--- config.mk ---
export PLATFORM = sky130hd
export DESIGN_NAME = string_position_weighted_hash
export DESIGN_NICKNAME = d
export VERILOG_FILES = /design/src/rtl/core/spwh_pkg.sv /design/src/rtl/core/string_position_weighted_hash.sv /design/src/rtl/core/spwh_datapath.sv /design/src/rtl/core/spwh_ctrl.sv
export SDC_FILE = /design/constraint.sdc
export NUM_CORES = 1
export LEC_CHECK = 0
export ABC_CLOCK_PERIOD_IN_PS = 6000
export BUFFER_PORTS_ARGS = -buffer_cell sky130_fd_sc_hd__buf_2
export CELL_PAD_IN_SITES_DETAIL_PLACEMENT = 1
export CELL_PAD_IN_SITES_GLOBAL_PLACEMENT = 2
export CORE_MARGIN = 5
export CORE_UTILIZATION = 38
export DETAILED_ROUTE_END_ITERATION = 10
export MAX_ROUTING_LAYER = met4
export PLACE_DENSITY = 0.77
export RECOVER_POWER = 25
export REMOVE_ABC_BUFFERS = 1
export SYNTH_ARGS = -nofsm -noshare
export SYNTH_HDL_FRONTEND = slang
export SYNTH_SLANG_ARGS = --single-unit
--- constraint.sdc ---
create_clock -name clk -period 6 [get_ports clk]
set_input_delay 0.6 -clock clk [delete_from_list [all_inputs] [get_ports clk]]
set_output_delay 0.6 -clock clk [all_outputs]
set_load 0.02 [all_outputs]
--- src/rtl/core/spwh_pkg.sv ---
// ----------------------------------------------------------------------------
// spwh_pkg
// Shared constants, types and byte mapping for the position-weighted hash.
// ----------------------------------------------------------------------------
package spwh_pkg;

	localparam int unsigned CharW = 8;
	localparam int unsigned HashW = 32;
	localparam int unsigned ModeW = 2;

	localparam logic [HashW-1:0] HashModulus    = 32'h8000_000b;
	localparam logic [HashW-1:0] HashMultiplier = 32'hffff_ffef;
	localparam logic [HashW-1:0] HashFinalXor   = 32'h1234_5678;
	localparam logic [CharW-1:0] CaseOffset     = 8'h20;

	localparam logic [CharW-1:0] CharUpperA = 8'h41;
	localparam logic [CharW-1:0] CharUpperZ = 8'h5a;
	localparam logic [CharW-1:0] CharSlash  = 8'h2f;
	localparam logic [CharW-1:0] CharBslash = 8'h5c;

	localparam logic [ModeW-1:0] ModePlain = 2'd0;

	// controller to datapath
	typedef struct packed {
		logic take_char;   // register pos * byte
		logic reduce;      // acc + product, one conditional subtract
		logic scale;       // acc <= reduced * multiplier, advance position
		logic finish;      // load output word, clear state
	} spwh_cmd_t;

	// datapath to controller
	typedef struct packed {
		logic char_zero;
	} spwh_sts_t;

	function automatic logic [CharW-1:0] map_char(
		input logic [CharW-1:0] b,
		input logic [ModeW-1:0] mode
	);
		logic [CharW-1:0] r;
		r = b;
		if (mode != ModePlain) begin
			if (b >= CharUpperA && b <= CharUpperZ) begin
				r = b + CaseOffset;
			end else if (mode[1] && b == CharSlash) begin
				r = CharBslash;
			end
		end
		return r;
	endfunction

endpackage

--- src/rtl/core/string_position_weighted_hash.sv ---
// ----------------------------------------------------------------------------
// string_position_weighted_hash
// Position-weighted 32-bit hash of zero-terminated byte strings.
// ----------------------------------------------------------------------------
// One character word per input handshake. For a nonzero character the accept
// cycle registers position * signed character in a 32x32 multiplier, the
// reduce state adds the accumulator and subtracts 0x8000000b once if the sum is
// not below it, and the scale state multiplies by 0xffffffef and advances the
// position; no new character is taken until the scale state is done. A zero
// character loads acc ^ 0x12345678 into the output register and restarts the
// state. A waiting output word blocks input only until it is taken. hash_mode
// (0 plain, 1 fold case, 2 or 3 fold case and map '/' to '\') may be written
// when the block is idle and applies from the next character on.
// ----------------------------------------------------------------------------
module string_position_weighted_hash
	import spwh_pkg::*;
(
	input  logic             clk,
	input  logic             arst_n,
	input  logic             cfg_we,
	input  logic [ModeW-1:0] cfg_wdata,       // hash_mode
	input  logic             s_axis_tvalid,
	output logic             s_axis_tready,
	input  logic [CharW-1:0] s_axis_tdata,    // [7:0] char_byte
	output logic             m_axis_tvalid,
	input  logic             m_axis_tready,
	output logic [HashW-1:0] m_axis_tdata     // [31:0] hash_value
);

	spwh_cmd_t cmd;
	spwh_sts_t sts;

	spwh_ctrl u_ctrl (
		.clk           (clk),
		.arst_n        (arst_n),
		.s_axis_tvalid (s_axis_tvalid),
		.s_axis_tready (s_axis_tready),
		.m_axis_tvalid (m_axis_tvalid),
		.m_axis_tready (m_axis_tready),
		.sts           (sts),
		.cmd           (cmd)
	);

	spwh_datapath u_datapath (
		.clk        (clk),
		.arst_n     (arst_n),
		.cfg_we     (cfg_we),
		.cfg_wdata  (cfg_wdata),
		.char_byte  (s_axis_tdata),
		.cmd        (cmd),
		.sts        (sts),
		.hash_value (m_axis_tdata)
	);

endmodule

--- src/rtl/core/spwh_datapath.sv ---
// ----------------------------------------------------------------------------
// spwh_datapath
// Accumulator, position count, product and reduce registers, output word.
// ----------------------------------------------------------------------------
module spwh_datapath
	import spwh_pkg::*;
(
	input  logic             clk,
	input  logic             arst_n,
	input  logic             cfg_we,
	input  logic [ModeW-1:0] cfg_wdata,
	input  logic [CharW-1:0] char_byte,
	input  spwh_cmd_t        cmd,
	output spwh_sts_t        sts,
	output logic [HashW-1:0] hash_value
);

	logic [ModeW-1:0] mode_q;
	logic [HashW-1:0] acc_q;
	logic [HashW-1:0] pos_q;
	logic [HashW-1:0] prod_q;
	logic [HashW-1:0] red_q;
	logic [HashW-1:0] hash_q;

	logic [CharW-1:0] mapped;
	logic [HashW-1:0] char_sx;
	logic [HashW-1:0] sum;
	logic [HashW-1:0] red_next;

	assign sts.char_zero = (char_byte == '0);
	assign mapped        = map_char(char_byte, mode_q);
	assign char_sx       = {{(HashW-CharW){mapped[CharW-1]}}, mapped};
	assign sum           = acc_q + prod_q;
	assign red_next      = (sum >= HashModulus) ? (sum - HashModulus) : sum;
	assign hash_value    = hash_q;

	always_ff @(posedge clk or negedge arst_n) begin
		if (!arst_n) begin
			mode_q <= ModePlain;
			acc_q  <= '0;
			pos_q  <= HashW'(1);
		end else begin
			if (cfg_we) begin
				mode_q <= cfg_wdata;
			end
			if (cmd.scale) begin
				acc_q <= red_q * HashMultiplier;
				pos_q <= pos_q + HashW'(1);
			end else if (cmd.finish) begin
				acc_q <= '0;
				pos_q <= HashW'(1);
			end
		end
	end

	// payload registers
	always_ff @(posedge clk) begin
		if (cmd.take_char) begin
			prod_q <= pos_q * char_sx;
		end
		if (cmd.reduce) begin
			red_q <= red_next;
		end
		if (cmd.finish) begin
			hash_q <= acc_q ^ HashFinalXor;
		end
	end

endmodule

--- src/rtl/core/spwh_ctrl.sv ---
// ----------------------------------------------------------------------------
// spwh_ctrl
// Sequencer for one character and the output word handshake.
// ----------------------------------------------------------------------------
module spwh_ctrl
	import spwh_pkg::*;
(
	input  logic      clk,
	input  logic      arst_n,
	input  logic      s_axis_tvalid,
	output logic      s_axis_tready,
	output logic      m_axis_tvalid,
	input  logic      m_axis_tready,
	input  spwh_sts_t sts,
	output spwh_cmd_t cmd
);

	typedef enum logic [1:0] {
		ST_IDLE,
		ST_REDUCE,
		ST_SCALE
	} state_t;

	state_t state_q;
	logic   out_valid_q;
	logic   accept;

	// the output word may be overwritten in the cycle it is taken
	assign s_axis_tready = (state_q == ST_IDLE) && (!out_valid_q || m_axis_tready);
	assign accept        = s_axis_tvalid && s_axis_tready;
	assign m_axis_tvalid = out_valid_q;

	always_comb begin
		cmd.take_char = accept && !sts.char_zero;
		cmd.finish    = accept && sts.char_zero;
		cmd.reduce    = (state_q == ST_REDUCE);
		cmd.scale     = (state_q == ST_SCALE);
	end

	always_ff @(posedge clk or negedge arst_n) begin
		if (!arst_n) begin
			state_q     <= ST_IDLE;
			out_valid_q <= 1'b0;
		end else begin
			case (state_q)
				ST_IDLE: begin
					if (cmd.take_char) begin
						state_q <= ST_REDUCE;
					end
				end
				ST_REDUCE: begin
					state_q <= ST_SCALE;
				end
				ST_SCALE: begin
					state_q <= ST_IDLE;
				end
				default: begin
					state_q <= ST_IDLE;
				end
			endcase
			if (cmd.finish) begin
				out_valid_q <= 1'b1;
			end else if (m_axis_tready) begin
				out_valid_q <= 1'b0;
			end
		end
	end

	a_one_cmd: assert property (@(posedge clk) disable iff (!arst_n)
		$onehot0({cmd.take_char, cmd.reduce, cmd.scale, cmd.finish}))
		else $error("more than one datapath command");

	a_busy_after_char: assert property (@(posedge clk) disable iff (!arst_n)
		cmd.take_char |=> !s_axis_tready ##1 !s_axis_tready)
		else $error("character accepted while sequence running");

	a_no_overwrite: assert property (@(posedge clk) disable iff (!arst_n)
		cmd.finish |-> (!out_valid_q || m_axis_tready))
		else $error("pending output word overwritten");

	a_reduce_then_scale: assert property (@(posedge clk) disable iff (!arst_n)
		cmd.reduce |=> cmd.scale)
		else $error("reduce not followed by scale");

endmodule
==> results_dict.tcl <==
set metrics [dict create \
    outcome "complete, but fails checks" \
    failed_checks "max-capacitance violations, max-slew violations" \
    insertion_delay_ps 500 \
    io_pins 49 \
    syn_inst 2076 \
    grt_setup_unrepaired "yes" \
    num_rows 83 \
    coreArea_um2 51400 \
    timing.final.crit_share 0.984 \
    cts_tree "yes" \
    cap_violations 1 \
    worst_r2r_path_depth 25 \
    grt_pass1_vias 16200 \
    dp_cells 2840 \
    cts_buffer_depth 2 \
    end_kind "register" \
    cp.arrival_ps 6150 \
    dpl.hpwl_um 41200 \
    synth.top_cell.area_share 0.243 \
    hold_path_depth 2 \
    io_buffers 48 \
    tightest_slew_ps 1910 \
    first_pass_iters 5 \
    postSynthAreaPerCell_um2 9.52 \
    synth_seq_cells 165 \
    overflow 0 \
    cp_data_required_time_ps 6250 \
    drc_errors 0 \
    synth_ff_type "edfxtp_1" \
    layout_min_cycle_time_ps 5910 \
    dieHeight_um 238 \
    fp.dieArea_um2 56700 \
    yosysTopAreaCell "fa_1" \
    netlist_area_um2 19800 \
    vias 14500 \
    cts_sinks 165 \
    grt_pass1_wl_um 84500 \
    fmax_ghz 0.169 \
    yosysWarnings 0 \
    synth_area_leaders "fa_1 (24%), edfxtp_1 (15%), ha_1 (12%)" \
    first_iter_violations 447 \
    drtAntennaViolNets 0 \
    design_area_um2 22400 \
    chipWidth_um 238 \
    syn2layout_area_growth_pct 13.4 \
    viasPerCell 5.04 \
    cts_hold_buffers 0 \
    finalWeightedCongestion 0.861 \
    cts-htree-levels 4 \
    initial_core_util 0.384 \
    start_kind "input pin" \
    drive_gt1_frac 0.124 \
    yosysSeqAreaShare 0.233 \
    wl_um 50400 \
    min_path_type "in -> reg" \
    cts.clk_slew.worst_paths_ps 70 \
    numCtsBuffers 17 \
    fin_cells 2882 \
    slew_violations 34 \
    antenna_found_initial 1 \
    cts_root_buf "clkbuf_16" \
    synth_edf_count 96 \
    synth-async-reset-ratio 0.418 \
    setup_viol 0 \
    grt_usage 0.191 \
    clock-skew-final_ps 18.5 \
    place_area_um2 21400 \
    hold_viol 0 \
    path_class "in -> reg" \
    final_util 0.436 \
    crit_fanout 6 \
    ys_types 76 \
    grt_max_degree 50 \
    nets 2628 \
    slew-limit-headroom -0.271 \
    post_drt_wl_per_cell_um 17.5 \
]
==> cell type report <==
type | count | area [um^2]
Antenna cell | 1 | 2.50
Sequential cell | 165 | 4610
Fill cell | 5831 | 29000
Timing Repair Buffer | 166 | 1170
Clock inverter | 14 | 211
Multi-Input combinational cell | 1466 | 13700
Tap cell | 680 | 851
Inverter | 372 | 1400
Clock buffer | 18 | 429
==> worst max-delay path, stage by stage <==
cell	delay (ps)
buf_4	120
nor4_4	280
nand2b_1	110
o2111ai_2	80
a31oi_2	80
buf_4	170
a21oi_4	150
buf_6	150
nor2_2	50
fa_1	540
fa_1	440
fa_1	540
inv_2	40
fa_1	530
inv_2	50
ha_4	210
buf_4	140
a21boi_2	150
o41a_1	410
o211ai_1	280
a21o_1	180
a21oi_2	70
o41ai_2	310
buf_4	170
o21bai_1	60
a21oi_1	160
xnor2_1	90
==> cells by family after synthesis <==
| kind of cell | after synthesis | synth area share |
|---|---|---|
| AO/OA/AOI/OAI | 314 | 0.102 |
| XOR/XNOR | 125 | 0.0554 |
| adder cells (fa/ha/maj) | 425 | 0.360 |
| buffers and inverters | 445 | 0.0855 |
| flip-flops | 165 | 0.233 |
| multiplexers | 8 | 0.00431 |
| AND/OR/NAND/NOR | 594 | 0.160 |
==> cells in the mapped netlist (all sizes together) (6+ instances only) <==
library cell	n
inv	371
fa	240
ha	185
and2	173
nand2	108
nor2	105
edfxtp	96
xnor2	91
o21ai	85
a21oi	78
dfrtp	68
clkbuf	67
nand3	62
a21o	34
xor2	34
nand4	30
nor3	21
o211ai	21
nand2b	20
nor2b	20
a211oi	17
and3	16
o31ai	13
a31oi	12
o21bai	10
o21a	9
or2	9
buf	6
==> state kept, by name, summed over array words and instances, names as in the netlist <==
signal / cells
u_ctrl.m_axis_tvalid: 1
u_datapath.pos_q: 32
u_datapath.red_q: 32
u_datapath.prod_q: 32
u_ctrl.state_q: 2
u_datapath.hash_value: 32
u_datapath.mode_q: 2
u_datapath.acc_q: 32
==> layout by cell type, fill, tap and decap left out, types with 20 or more instances in the layout <==
| master | synthesis | final |
|---|---|---|
| a21o_1 | 34 | 34 |
| nand3_1 | 61 | 60 |
| nand2_1 | 108 | 107 |
| buf_2 | 1 | 46 |
| ha_1 | 185 | 179 |
| and2_1 | 173 | 171 |
| nand4_1 | 30 | 30 |
| fa_1 | 240 | 239 |
| o21ai_0 | 82 | 79 |
| buf_4 | 1 | 111 |
| a21oi_1 | 78 | 72 |
| dfrtp_1 | 68 | 68 |
| edfxtp_1 | 96 | 96 |
| xor2_1 | 34 | 34 |
| inv_1 | 371 | 366 |
| o211ai_1 | 20 | 20 |
| xnor2_1 | 91 | 91 |
| nor2_1 | 105 | 100 |
==> timing repair <==
item                                    CTS  global route
buffers inserted                          0             9
endpoints found under the setup margin    5             8
gates cloned                              0             1
pin swaps                                 4            44
gates resized for setup                   9            61
==> per-stage QoR <==
step	setup slack, ps	hold WS, ps	TNS (ps)
finish	94.5	339	0
global route	-213	317	-455
CTS	-0.00622	18.1	-0.00622
detailed placement	-936	483	-6170
global placement	-748	477	-4050
floorplan	-1070	304	-6600
==> per-layer routing <==
metal  vias up  share of wire  GRT usage
li1       6994              -          -
met4         0          0.017     0.0463
met2       101           0.49      0.322
met1      7371           0.47      0.245
met5         -              0          -
met3        48          0.017     0.0252
==> final timing paths <==
kind / start / endpoint / slack, ps
setup / recovery: s_axis_tdata[2] / u_datapath.prod_q[30] / 90
hold / removal: cfg_wdata[0] / u_datapath.mode_q[0] / 340
setup reg to reg: u_datapath.mode_q[1] / u_datapath.prod_q[30] / 110
hold reg to reg: u_datapath.pos_q[31] / u_datapath.pos_q[31] / 500
max in group asynchronous: arst_n / u_datapath.acc_q[31] / 3940
min in group asynchronous: arst_n / u_datapath.pos_q[4] / 610
Power is left out: the tool's default activity adds up to more than one toggle a clock period on the data nets, which glitch-free logic cannot reach.
